**src/rtl/core/rfa_pkg.sv**
```systemverilog
// Shared opcodes and controller/datapath command types for the fraction ALU.
package rfa_pkg;

  localparam logic [2:0] OP_ADD = 3'd0;
  localparam logic [2:0] OP_SUB = 3'd1;
  localparam logic [2:0] OP_MUL = 3'd2;
  localparam logic [2:0] OP_DIV = 3'd3;
  localparam logic [2:0] OP_EQ  = 3'd4;
  localparam logic [2:0] OP_LT  = 3'd5;
  localparam logic [2:0] OP_GT  = 3'd6;

  localparam logic [1:0] MSEL_P1 = 2'd0;
  localparam logic [1:0] MSEL_P2 = 2'd1;
  localparam logic [1:0] MSEL_PD = 2'd2;

  typedef struct packed {
    logic       load;
    logic       mul_en;
    logic [1:0] mul_sel;
    logic       sum;
    logic       gcd_init;
    logic       gcd_step;
    logic       div_init;
    logic       div_step;
    logic       out_load;
  } cmd_t;

  typedef struct packed {
    logic skip;
    logic gcd_done;
  } sts_t;

endpackage

```
**src/rtl/core/rfa_in_if.sv**
```systemverilog
// Input word channel: opcode and two fractions.
interface rfa_in_if #(parameter int W = 16) ();
  logic                valid;
  logic                ready;
  logic [2:0]          opcode;
  logic signed [W-1:0] a_num;
  logic signed [W-1:0] a_den;
  logic signed [W-1:0] b_num;
  logic signed [W-1:0] b_den;

  modport source (output valid, opcode, a_num, a_den, b_num, b_den, input ready);
  modport sink   (input valid, opcode, a_num, a_den, b_num, b_den, output ready);
endinterface

```
**src/rtl/core/rfa_out_if.sv**
```systemverilog
// Result word channel: reduced fraction and compare flag.
interface rfa_out_if #(parameter int W = 16) ();
  logic                  valid;
  logic                  ready;
  logic signed [2*W:0]   res_num;
  logic signed [2*W-1:0] res_den;
  logic                  cmp_true;

  modport source (output valid, res_num, res_den, cmp_true, input ready);
  modport sink   (input valid, res_num, res_den, cmp_true, output ready);
endinterface

```
**src/rtl/core/rfa_ctrl.sv**
```systemverilog
// Sequencer for the fraction ALU: multiply, sum, gcd, divide, deliver.
module rfa_ctrl #(
  parameter int W = 16
) (
  input  logic          clk,
  input  logic          rst_n,
  input  logic          in_valid,
  output logic          in_ready,
  output logic          out_valid,
  input  logic          out_ready,
  input  rfa_pkg::sts_t sts,
  output rfa_pkg::cmd_t cmd
);

  localparam int MW = 2 * W;
  localparam int CW = $clog2(MW);

  typedef enum logic [2:0] {
    S_IDLE, S_MUL, S_SUM, S_CHK, S_GCD, S_DIV, S_DONE
  } state_t;

  state_t        state_r, state_nxt;
  logic [CW-1:0] cnt_r, cnt_nxt;
  logic          ov_r, ov_nxt;

  always_comb begin
    state_nxt = state_r;
    cnt_nxt   = cnt_r;
    cmd       = '0;
    ov_nxt    = ov_r && !out_ready;
    unique case (state_r)
      S_IDLE: begin
        if (in_valid) begin
          cmd.load  = 1'b1;
          cnt_nxt   = '0;
          state_nxt = S_MUL;
        end
      end
      S_MUL: begin
        cmd.mul_en  = 1'b1;
        cmd.mul_sel = cnt_r[1:0];
        cnt_nxt     = cnt_r + 1'b1;
        if (cnt_r[1:0] == rfa_pkg::MSEL_PD) begin
          state_nxt = S_SUM;
        end
      end
      S_SUM: begin
        cmd.sum   = 1'b1;
        state_nxt = S_CHK;
      end
      S_CHK: begin
        if (sts.skip) begin
          state_nxt = S_DONE;
        end else begin
          cmd.gcd_init = 1'b1;
          state_nxt    = S_GCD;
        end
      end
      S_GCD: begin
        if (sts.gcd_done) begin
          cmd.div_init = 1'b1;
          cnt_nxt      = '0;
          state_nxt    = S_DIV;
        end else begin
          cmd.gcd_step = 1'b1;
        end
      end
      S_DIV: begin
        cmd.div_step = 1'b1;
        cnt_nxt      = cnt_r + 1'b1;
        if (cnt_r == CW'(MW - 1)) begin
          state_nxt = S_DONE;
        end
      end
      S_DONE: begin
        // hold until the output register is free
        if (!ov_r || out_ready) begin
          cmd.out_load = 1'b1;
          ov_nxt       = 1'b1;
          state_nxt    = S_IDLE;
        end
      end
      default: state_nxt = S_IDLE;
    endcase
  end

  always_ff @(posedge clk) begin
    if (!rst_n) begin
      state_r <= S_IDLE;
      cnt_r   <= '0;
      ov_r    <= 1'b0;
    end else begin
      state_r <= state_nxt;
      cnt_r   <= cnt_nxt;
      ov_r    <= ov_nxt;
    end
  end

  assign in_ready  = (state_r == S_IDLE);
  assign out_valid = ov_r;

  a_div_len: assert property (@(posedge clk) disable iff (!rst_n)
    state_r == S_DIV && cnt_r == CW'(MW - 1) |=> state_r == S_DONE)
    else $error("divide did not finish after full width");

  a_load_valid: assert property (@(posedge clk) disable iff (!rst_n)
    cmd.out_load |=> ov_r)
    else $error("result word lost at output register");

  a_no_overwrite: assert property (@(posedge clk) disable iff (!rst_n)
    cmd.out_load |-> !ov_r || out_ready)
    else $error("output register overwritten while held");

endmodule

```
**src/rtl/core/rfa_dpath.sv**
```systemverilog
// Datapath: shared multiplier, sign-magnitude sum, binary gcd, two restoring dividers.
module rfa_dpath #(
  parameter int W = 16
) (
  input  logic                  clk,
  input  logic                  rst_n,
  input  rfa_pkg::cmd_t         cmd,
  output rfa_pkg::sts_t         sts,
  input  logic [2:0]            opcode,
  input  logic signed [W-1:0]   a_num,
  input  logic signed [W-1:0]   a_den,
  input  logic signed [W-1:0]   b_num,
  input  logic signed [W-1:0]   b_den,
  output logic signed [2*W:0]   res_num,
  output logic signed [2*W-1:0] res_den,
  output logic                  cmp_true
);

  localparam int MW = 2 * W;
  localparam int KW = $clog2(MW);

  // sign-magnitude view of the inputs
  logic         an_s, ad_s, bn_s, bd_s, nn_s, nd_s;
  logic [W-1:0] an_m, ad_m, bn_m, bd_m;
  logic         eq_c;

  always_comb begin
    an_s = a_num[W-1];
    an_m = an_s ? W'(-a_num) : W'(a_num);
    bn_s = b_num[W-1];
    bn_m = bn_s ? W'(-b_num) : W'(b_num);
    ad_s = a_den[W-1];
    ad_m = ad_s ? W'(-a_den) : W'(a_den);
    if (ad_m == '0) begin
      ad_m = W'(1);
    end
    bd_s = b_den[W-1];
    bd_m = bd_s ? W'(-b_den) : W'(b_den);
    if (bd_m == '0) begin
      bd_m = W'(1);
    end
    // negated b with its denominator sign moved onto the numerator
    nn_s = (bn_m != '0) && (!bn_s ^ bd_s);
    nd_s = (bn_m == '0) && bd_s;
    eq_c = (an_m == bn_m) && (ad_m == bd_m) && ((an_s ^ ad_s) == (bn_s ^ bd_s));
  end

  logic [2:0]   op_r;
  logic         eq_r;
  logic         x1_s_r, y1_s_r, x2_s_r, y2_s_r, x3_s_r, y3_s_r;
  logic [W-1:0] x1_r, y1_r, x2_r, y2_r, x3_r, y3_r;

  always_ff @(posedge clk) begin
    if (cmd.load) begin
      op_r <= opcode;
      eq_r <= eq_c;
      case (opcode) inside
        rfa_pkg::OP_SUB, rfa_pkg::OP_LT, rfa_pkg::OP_GT: begin
          {x1_s_r, x1_r} <= {an_s, an_m};  {y1_s_r, y1_r} <= {nd_s, bd_m};
          {x2_s_r, x2_r} <= {nn_s, bn_m};  {y2_s_r, y2_r} <= {ad_s, ad_m};
          {x3_s_r, x3_r} <= {ad_s, ad_m};  {y3_s_r, y3_r} <= {nd_s, bd_m};
        end
        rfa_pkg::OP_MUL: begin
          {x1_s_r, x1_r} <= {an_s, an_m};  {y1_s_r, y1_r} <= {bn_s, bn_m};
          {x2_s_r, x2_r} <= {1'b0, W'(0)}; {y2_s_r, y2_r} <= {1'b0, W'(0)};
          {x3_s_r, x3_r} <= {ad_s, ad_m};  {y3_s_r, y3_r} <= {bd_s, bd_m};
        end
        rfa_pkg::OP_DIV: begin
          {x1_s_r, x1_r} <= {an_s, an_m};  {y1_s_r, y1_r} <= {bd_s, bd_m};
          {x2_s_r, x2_r} <= {1'b0, W'(0)}; {y2_s_r, y2_r} <= {1'b0, W'(0)};
          {x3_s_r, x3_r} <= {ad_s, ad_m};  {y3_s_r, y3_r} <= {bn_s, bn_m};
        end
        default: begin
          {x1_s_r, x1_r} <= {an_s, an_m};  {y1_s_r, y1_r} <= {bd_s, bd_m};
          {x2_s_r, x2_r} <= {bn_s, bn_m};  {y2_s_r, y2_r} <= {ad_s, ad_m};
          {x3_s_r, x3_r} <= {ad_s, ad_m};  {y3_s_r, y3_r} <= {bd_s, bd_m};
        end
      endcase
    end
  end

  // one shared multiplier, one product per cycle
  logic [W-1:0]  mx, my;
  logic          mx_s, my_s;
  logic [MW-1:0] prod;
  logic          p1_s_r, p2_s_r, pd_s_r;
  logic [MW-1:0] p1_r, p2_r, pd_r;

  always_comb begin
    case (cmd.mul_sel)
      rfa_pkg::MSEL_P1: begin mx = x1_r; my = y1_r; mx_s = x1_s_r; my_s = y1_s_r; end
      rfa_pkg::MSEL_P2: begin mx = x2_r; my = y2_r; mx_s = x2_s_r; my_s = y2_s_r; end
      default:          begin mx = x3_r; my = y3_r; mx_s = x3_s_r; my_s = y3_s_r; end
    endcase
    prod = MW'(mx) * MW'(my);
  end

  always_ff @(posedge clk) begin
    if (cmd.mul_en) begin
      case (cmd.mul_sel)
        rfa_pkg::MSEL_P1: begin p1_r <= prod; p1_s_r <= (prod != '0) && (mx_s ^ my_s); end
        rfa_pkg::MSEL_P2: begin p2_r <= prod; p2_s_r <= (prod != '0) && (mx_s ^ my_s); end
        default:          begin pd_r <= prod; pd_s_r <= (prod != '0) && (mx_s ^ my_s); end
      endcase
    end
  end

  // signed-magnitude sum of the two numerator products
  logic          n_s_r, d_s_r;
  logic [MW-1:0] n_r, d_r;
  logic          sum_s;
  logic [MW-1:0] sum_m;

  always_comb begin
    if (p1_s_r == p2_s_r) begin
      sum_m = p1_r + p2_r;
      sum_s = p1_s_r;
    end else if (p1_r >= p2_r) begin
      sum_m = p1_r - p2_r;
      sum_s = p1_s_r;
    end else begin
      sum_m = p2_r - p1_r;
      sum_s = p2_s_r;
    end
    if (sum_m == '0) begin
      sum_s = 1'b0;
    end
  end

  always_ff @(posedge clk) begin
    if (cmd.sum) begin
      n_r   <= sum_m;
      n_s_r <= sum_s;
      if (pd_r == '0) begin
        d_r   <= MW'(1);
        d_s_r <= 1'b0;
      end else begin
        d_r   <= pd_r;
        d_s_r <= pd_s_r;
      end
    end
  end

  assign sts.skip = (op_r[2] == 1'b1) || (n_r == '0);

  // binary gcd: one shift or subtract per cycle
  logic [MW-1:0] gx_r, gy_r;
  logic [KW-1:0] gk_r;

  assign sts.gcd_done = (gx_r == '0);

  always_ff @(posedge clk) begin
    if (cmd.gcd_init) begin
      gx_r <= n_r;
      gy_r <= d_r;
      gk_r <= '0;
    end else if (cmd.gcd_step) begin
      if (!gx_r[0] && !gy_r[0]) begin
        gx_r <= gx_r >> 1;
        gy_r <= gy_r >> 1;
        gk_r <= gk_r + 1'b1;
      end else if (!gx_r[0]) begin
        gx_r <= gx_r >> 1;
      end else if (!gy_r[0]) begin
        gy_r <= gy_r >> 1;
      end else if (gx_r >= gy_r) begin
        gx_r <= gx_r - gy_r;
      end else begin
        gy_r <= gy_r - gx_r;
      end
    end
  end

  // two restoring dividers by the gcd, one quotient bit per cycle
  logic [MW-1:0] g_r, qn_r, qd_r;
  logic [MW:0]   rn_r, rd_r;
  logic [MW:0]   rn_sh, rd_sh;

  assign rn_sh = {rn_r[MW-1:0], qn_r[MW-1]};
  assign rd_sh = {rd_r[MW-1:0], qd_r[MW-1]};

  always_ff @(posedge clk) begin
    if (cmd.div_init) begin
      g_r  <= gy_r << gk_r;
      qn_r <= n_r;
      qd_r <= d_r;
      rn_r <= '0;
      rd_r <= '0;
    end else if (cmd.div_step) begin
      if (rn_sh >= {1'b0, g_r}) begin
        rn_r <= rn_sh - {1'b0, g_r};
        qn_r <= {qn_r[MW-2:0], 1'b1};
      end else begin
        rn_r <= rn_sh;
        qn_r <= {qn_r[MW-2:0], 1'b0};
      end
      if (rd_sh >= {1'b0, g_r}) begin
        rd_r <= rd_sh - {1'b0, g_r};
        qd_r <= {qd_r[MW-2:0], 1'b1};
      end else begin
        rd_r <= rd_sh;
        qd_r <= {qd_r[MW-2:0], 1'b0};
      end
    end
  end

  // output register
  logic          cmp_c;
  logic [MW:0]   num_c;
  logic [MW-1:0] den_c;

  always_comb begin
    cmp_c = 1'b0;
    num_c = '0;
    den_c = MW'(1);
    case (op_r)
      rfa_pkg::OP_EQ: cmp_c = eq_r;
      rfa_pkg::OP_LT: cmp_c = (n_r != '0) && (n_s_r ^ d_s_r);
      rfa_pkg::OP_GT: cmp_c = (n_r != '0) && !(n_s_r ^ d_s_r);
      default: begin
        if (!sts.skip) begin
          num_c = n_s_r ? -{1'b0, qn_r} : {1'b0, qn_r};
          den_c = d_s_r ? -qd_r : qd_r;
        end
      end
    endcase
  end

  always_ff @(posedge clk) begin
    if (cmd.out_load) begin
      res_num  <= num_c;
      res_den  <= den_c;
      cmp_true <= cmp_c;
    end
  end

  a_gy_nonzero: assert property (@(posedge clk) disable iff (!rst_n)
    cmd.gcd_step |-> gy_r != '0)
    else $error("gcd operand collapsed to zero");

  a_exact_div: assert property (@(posedge clk) disable iff (!rst_n)
    cmd.out_load && !sts.skip |-> rn_r == '0 && rd_r == '0)
    else $error("reduction left a remainder");

  a_gcd_init: assert property (@(posedge clk) disable iff (!rst_n)
    cmd.gcd_init |=> gx_r != '0 && gy_r != '0)
    else $error("gcd started on a zero operand");

endmodule

```
**src/rtl/core/rational_fraction_alu_core.sv**
```systemverilog
// Top level of the rational fraction ALU.
// Takes one word (opcode, a_num/a_den, b_num/b_den) at a time and returns one result word.
// Arithmetic opcodes form three products on a single shared WIDTH x WIDTH multiplier,
// then a binary gcd of one shift or subtract per cycle, then restoring division of the
// numerator and denominator by the gcd; compares and zero results skip the gcd and the
// division. A new word is taken while the previous result still waits in the output
// register.
module rational_fraction_alu_core #(
  parameter int WIDTH = 16
) (
  input logic               clk,
  input logic               rst_n,
  rfa_in_if.sink            in_ch,
  rfa_out_if.source         out_ch
);

  rfa_pkg::cmd_t cmd;
  rfa_pkg::sts_t sts;

  rfa_ctrl #(.W(WIDTH)) u_ctrl (
    .clk       (clk),
    .rst_n     (rst_n),
    .in_valid  (in_ch.valid),
    .in_ready  (in_ch.ready),
    .out_valid (out_ch.valid),
    .out_ready (out_ch.ready),
    .sts       (sts),
    .cmd       (cmd)
  );

  rfa_dpath #(.W(WIDTH)) u_dpath (
    .clk      (clk),
    .rst_n    (rst_n),
    .cmd      (cmd),
    .sts      (sts),
    .opcode   (in_ch.opcode),
    .a_num    (in_ch.a_num),
    .a_den    (in_ch.a_den),
    .b_num    (in_ch.b_num),
    .b_den    (in_ch.b_den),
    .res_num  (out_ch.res_num),
    .res_den  (out_ch.res_den),
    .cmp_true (out_ch.cmp_true)
  );

endmodule

```
**src/flat_wrapper.sv**
```systemverilog
// flat-port wrapper written by rule: the top's interface ports become plain ports
module rational_fraction_alu_core_flat 
#(
  parameter int WIDTH = 16
)
  (clk, rst_n, in_ch_valid, in_ch_opcode, in_ch_a_num, in_ch_a_den, in_ch_b_num, in_ch_b_den, in_ch_ready, out_ch_valid, out_ch_res_num, out_ch_res_den, out_ch_cmp_true, out_ch_ready);
  rfa_in_if #(.W((16))) in_ch_i ();
  rfa_out_if #(.W((16))) out_ch_i ();
  input logic clk;
  input logic rst_n;
  input wire logic [$bits(in_ch_i.valid)-1:0] in_ch_valid;
  input wire logic [$bits(in_ch_i.opcode)-1:0] in_ch_opcode;
  input wire logic [$bits(in_ch_i.a_num)-1:0] in_ch_a_num;
  input wire logic [$bits(in_ch_i.a_den)-1:0] in_ch_a_den;
  input wire logic [$bits(in_ch_i.b_num)-1:0] in_ch_b_num;
  input wire logic [$bits(in_ch_i.b_den)-1:0] in_ch_b_den;
  output wire logic [$bits(in_ch_i.ready)-1:0] in_ch_ready;
  output wire logic [$bits(out_ch_i.valid)-1:0] out_ch_valid;
  output wire logic [$bits(out_ch_i.res_num)-1:0] out_ch_res_num;
  output wire logic [$bits(out_ch_i.res_den)-1:0] out_ch_res_den;
  output wire logic [$bits(out_ch_i.cmp_true)-1:0] out_ch_cmp_true;
  input wire logic [$bits(out_ch_i.ready)-1:0] out_ch_ready;
  assign in_ch_i.valid = in_ch_valid;
  assign in_ch_i.opcode = in_ch_opcode;
  assign in_ch_i.a_num = in_ch_a_num;
  assign in_ch_i.a_den = in_ch_a_den;
  assign in_ch_i.b_num = in_ch_b_num;
  assign in_ch_i.b_den = in_ch_b_den;
  assign in_ch_ready = in_ch_i.ready;
  assign out_ch_valid = out_ch_i.valid;
  assign out_ch_res_num = out_ch_i.res_num;
  assign out_ch_res_den = out_ch_i.res_den;
  assign out_ch_cmp_true = out_ch_i.cmp_true;
  assign out_ch_i.ready = out_ch_ready;
  rational_fraction_alu_core #(.WIDTH(WIDTH)) u_core (.clk(clk), .rst_n(rst_n), .in_ch(in_ch_i), .out_ch(out_ch_i));
endmodule
```
**config.mk**
```make
export PLATFORM = sky130hd
export DESIGN_NAME = rational_fraction_alu_core_flat
export DESIGN_NICKNAME = d
export VERILOG_FILES = /design/src/rtl/core/rfa_pkg.sv /design/src/rtl/core/rfa_in_if.sv /design/src/rtl/core/rfa_out_if.sv /design/src/rtl/core/rfa_ctrl.sv /design/src/rtl/core/rfa_dpath.sv /design/src/rtl/core/rational_fraction_alu_core.sv /design/src/flat_wrapper.sv
export SDC_FILE = /design/constraint.sdc
export NUM_CORES = 2
export LEC_CHECK = 0
export BUFFER_PORTS_ARGS = -buffer_cell sky130_fd_sc_hd__buf_4
export CAP_MARGIN = 20
export CORE_MARGIN = 1.5
export CORE_UTILIZATION = 51
export CTS_CLUSTER_SIZE = 16
export DETAILED_ROUTE_END_ITERATION = 6
export PLACE_DENSITY = 0.67
export SLEW_MARGIN = 10
export SYNTH_ARGS = -nofsm -noshare
export SYNTH_HDL_FRONTEND = slang
export SYNTH_HIERARCHICAL = 1
export SYNTH_SLANG_ARGS = --single-unit
```
**constraint.sdc**
```tcl
create_clock -name clk -period 15.5 [get_ports clk]
set_clock_uncertainty 0.1 [all_clocks]
set_input_delay 3.1 -clock clk [delete_from_list [all_inputs] [get_ports clk]]
set_output_delay 3.1 -clock clk [all_outputs]
set_load 0.02 [all_outputs]
```
After elaboration in Yosys (flattened, before gate mapping)
Cells that the tools add are included.
{"block": "totals", "ff_bits": 575, "latchBits": 0, "mem_bits_rw": 0, "mem_bits_ro": 0, "inputBits": 71, "output_inout_bits": 68, "wordCells": 228, "memories": 0}
{"block": "classes", "n_addsub": 15, "n_mul": 1, "n_div": 0, "order_cmp": 4, "n_eq_ne": 29, "shifts": 1, "mux": 83, "bitwise_logic": 7, "reduce_logical": 47}
{"op": "two-way mux 32 bit", "count": 22}
{"op": "two-way mux 16 bit", "count": 17}
{"op": "subtractor 32 bit", "count": 6}
{"op": "zero test 32 bit", "count": 4}
{"op": ">= comparator 33 x 32 -> 1 bit", "count": 2}
{"op": ">= comparator 32 bit", "count": 2}
{"op": "negator 16 bit", "count": 4}
{"op": "one-hot mux 16 bit (2 select lines)", "count": 2}
{"op": "nonzero test 32 bit", "count": 2}
{"op": "zero test 16 bit", "count": 3}
{"op": "negator 32 -> 33 bit", "count": 1}
{"op": "adder 32 bit", "count": 1}
{"op": "== test 16 bit", "count": 2}
{"op": "multiplier 16 x 16 -> 32 bit", "count": 1}
{"op": "negator 32 bit", "count": 1}
{"op": "<< shifter 32 x 5 -> 32 bit", "count": 1}
{"op": "two-way mux 1 bit", "count": 27}
{"op": "== test 3 bit (second input constant)", "count": 8}
{"op": "one-hot mux 3 bit (7 select lines)", "count": 1}
{"op": "two-way mux 3 bit", "count": 6}
{"op": "nonzero test 16 bit", "count": 1}
{"op": "one-hot mux 5 bit (3 select lines)", "count": 1}
{"op": "== test 3 x 2 -> 1 bit (second input constant)", "count": 4}
{"op": "adder 5 x 1 -> 5 bit (second input constant)", "count": 2}
{"op": "other kinds (29)", "count": 66}

Depth between registers and ports, before layout
{"block": "depth", "word_depth": 7, "depth_mapped": 34, "ltp_nobuf": 31}

Cells and area by module
Netlist, hierarchy kept.
{"module": "rfa_dpath", "instances": 1, "cells_per_inst": 5090, "area_per_inst_um2": 47122.7, "seq_area_each_um2": 16305.6}
{"module": "rfa_ctrl", "instances": 1, "cells_per_inst": 66, "area_per_inst_um2": 563.0, "seq_area_each_um2": 180.2}

Worst setup path before layout
Ideal clock, no wire load.
{"block": "synth_path", "path_kind": "reg-to-reg", "from": "reg u_core.u_ctrl.state_r[2]", "to": "reg u_core.u_dpath.p1_s_r (data pin)", "setup_time_ps": 266, "t_arrival_ps": 8340, "t_required_ps": 15134, "path_slack_ps": 6794, "path_stages_with_launch": 31, "n_path_buf": 4, "synth_period_minus_slack_ps": 8706, "path_cell_list": "dfxtp_1 -> clkbuf_1 -> nor3_1 -> clkbuf_1 -> buf_1 -> buf_1 -> mux2i_1 -> o21ai_1 -> nand2_1 -> fa_1 -> inv_1 -> fa_1 -> fa_1 -> fa_1 -> fa_1 -> inv_1 -> fa_1 -> inv_1 -> ha_1 -> a21o_1 -> a21o_1 -> a21oi_1 -> nor3b_1 -> a211oi_1 -> o31a_1 -> a221oi_1 -> a21oi_1 -> xnor2_1 -> nor4_1 -> nand4b_1 -> o31a_1"}
{"item": "from (decl)", "line": "rfa_ctrl.sv:22", "text": "state_t state_r, state_nxt;"}
{"item": "from (signal assigned)", "line": "rfa_ctrl.sv:93", "text": "state_r <= state_nxt;"}
{"item": "to (signal assigned)", "line": "rfa_dpath.sv:101", "text": "rfa_pkg::MSEL_P1: begin p1_r <= prod; p1_s_r <= (prod != '0) && (mx_s ^ my_s); end"}
{"item": "to (decl)", "line": "rfa_dpath.sv:86", "text": "logic p1_s_r, p2_s_r, pd_s_r;"}

==> results.md <==
- Drt pass-1 iters: 5
- Setup_tns: 0 ns
- Worst hold path type: reg2reg
- Asr flop ratio synth: 0%
- Antenna Violating Nets Remaining: 0
- Share of post-route cells with drive strength above 1: 8.77%
- Routed via count: 38,852
- Status: finished clean
- GRT Total Usage: 30.4%
- Final GP Congestion: 1.01
- P&R area growth vs syn: 9.15%
- Routed WL per cell: 22.7 um
- Slew headroom: 21.3%
- Final count of negative-setup-slack endpoints: 0
- Critical path peak fanout: 96
- Initial Utilization: 51.7%
- Tmin final: 9.12 ns
- Largest net degree at the start of global routing: 142
- Post-synth top flop: edfxtp_1
- Detailed Place HPWL: 114,000 um
- Post-CTS Repair Setup Buffers: 0
- Vias in the first global route: 37,488
- Fill cells: 8,364
- Arrival time worst endpoint: 9.37 ns
- CTS Buffer Depth: 3
- Fmax: 110 MHz
- Synth cell types: 89
- #FFs+latches synth: 575
- Post-Syn Nets: 5,766
- Max Cap Viol: 0
- Slowest stage delay, CP: 0.65 ns
- I/O pin count: 139
- Root Driver: clkbuf_16
- Leading cell types in the layout, fill and taps excluded: inv_1, nor2_1, edfxtp_1, nand2_1, ha_1
- Max Slew Vio Count: 0
- Die Y: 309 um
- Post-Synthesis Cells: 5,156
- Worst skew pair latency: 0.64 ns
- Post-Route WL: 146,000 um
- # H-tree levels: 3
- CTS tree: built
- Hold slack: 0.346 ns
- Diode count: 0
- Row count: 111
- Post-CTS resize count: 0
- Most frequent CP cell: fa_1
- Die area: 95,300 um^2
- CTS hold repair buffers: 0
- Avg Cell Area, Syn: 9.25 um^2
- Final #Nets: 5,757
- Core Area: 92,200 um^2
- Gr ovfl total: 0
- Yosys Warn Count: 6
- Unrepaired setup endpoints after global routing: no
- # DRC: 0
- Final hold viol count: 0
- Nature of the critical path endpoint: flop
- Vias per cell: 6.03
- Post-synthesis sequential area ratio: 34.6%
- Commonest non-fill, non-tap cell in the layout: inv_1
- Buffers on Ports: 138
- CTS buffer count: 68
- Startpoint type of the worst setup path: flop
- Mapped Area: 47,700 um^2
- Initial antenna violation count: 0
- DR iter-0 viols: 3,695
- CTS clk-pin slew, worst paths: 0.06 ns
- CTS Sinks: 575
- Tightest Pin Transition: 1.16 ns
- CP required: 15.75 ns
- Highest-delay cell along the critical path: buf_4
- First-pass GRT wire length: 222,000 um
- Post-synth EDFFs: 497
- CP Class: reg2reg
- Period utilization: 58.9%
- Die X-Extent: 309 um
[logic make-up after synthesis]
kind of cell	share of synthesized area, %
buf+inv	6.43
flops	34.6
mux	5.22
compound gates	16.0
fa+ha+maj	17.3
xor+xnor	5.51
simple gates	15.0
[cell type report]
type | count | area, um^2 | share of cell area, %
tap | 1243 | 1560 | 2.99
sequential | 575 | 16500 | 31.7
clock inverter | 41 | 468 | 0.899
multi-input combinational | 3771 | 28200 | 54.3
clock buffer | 80 | 1810 | 3.47
timing repair buffer | 195 | 1480 | 2.84
inverter | 536 | 2010 | 3.87
[registers in the layout, summed over array words and instances, names as in the netlist, 32 cells and up]
| name | count |
|---|---|
| u_core/u_dpath/res_num | 33 |
| u_core/u_dpath/d_r | 32 |
| u_core/u_dpath/g_r | 32 |
| u_core/u_dpath/gx_r | 32 |
| u_core/u_dpath/gy_r | 32 |
| u_core/u_dpath/n_r | 32 |
| u_core/u_dpath/p1_r | 32 |
| u_core/u_dpath/p2_r | 32 |
| u_core/u_dpath/pd_r | 32 |
| u_core/u_dpath/qd_r | 32 |
| u_core/u_dpath/qn_r | 32 |
| u_core/u_dpath/rd_r | 32 |
| u_core/u_dpath/res_den | 32 |
| u_core/u_dpath/rn_r | 32 |
[stage by stage]
step	setup WS (ns)	cell area (um^2)	utilization, %	std cells
6_report	6.38	52000	56.4	6441
2_1_floorplan	6.79	47700	-	5156
3_3_place_gp	6.69	49800	54.0	6320
4_1_cts	6.46	52000	56.4	6441
3_5_place_dp	6.54	49800	54.0	6320
5_1_grt	5.76	52000	56.4	6441
[critical path: cells and delay by family (launching register included)]
kind	cells	cell delay [ns]
compound gates	9	2.23
fa+ha+maj	7	3.31
xor+xnor	1	0.20
simple gates	8	1.52
flops	1	0.62
buf+inv	4	0.79
[Yosys cell counts, types with 31 or more instances]
library cell  number  share of area (%)
a211oi_1          84                1.3
a21o_1            81                1.3
a21oi_1          335                3.5
a221oi_1          38               0.70
a31oi_1           31               0.41
and2_1            39               0.51
clkbuf_1         241                1.9
dfxtp_1           78                3.3
edfxtp_1         497                 31
fa_1             201                8.4
ha_1             338                8.9
inv_1            534                4.2
mux2_2            74                1.7
mux2i_1          135                2.8
nand2_1          418                3.3
nand2b_1          56               0.73
nand3_1           57               0.60
nand4_1           51               0.67
nor2_1           525                4.1
nor2b_1           47               0.62
nor3_1            90               0.94
nor4_1            68               0.89
o21a_1            59               0.93
o21ai_0          247                2.6
o21bai_1          33               0.52
o31ai_1           48               0.76
or3_1             42               0.55
or4_1             33               0.52
xnor2_1          154                2.8
xor2_1           146                2.7
[worst paths after layout]
check | from | to | slack (ns) | cells after the start
worst max-delay path | u_core/u_ctrl/state_r[0] | u_core/u_dpath/p2_s_r | 6.38 | 29
worst min-delay path | u_core/u_dpath/pd_r[13] | u_core/u_dpath/d_r[13] | 0.35 | 0
worst max register to register | u_core/u_ctrl/state_r[0] | u_core/u_dpath/p2_s_r | 6.38 | 29
worst min register to register | u_core/u_dpath/pd_r[13] | u_core/u_dpath/d_r[13] | 0.35 | 0
[metal layers]
| metal | vias to the layer above | global-route usage, % | share of wire, % |
|---|---|---|---|
| met3 | 321 | 4.34 | 6.2 |
| li1 | 18158 | - | - |
| met2 | 1349 | 50.8 | 48 |
| met5 | - | 0 | 0 |
| met1 | 19024 | 39.0 | 41 |
| met4 | 0 | 14.0 | 5.0 |
Power is not shown: default switching activity piles up to over one toggle a cycle in this logic, so the estimate is an artifact.
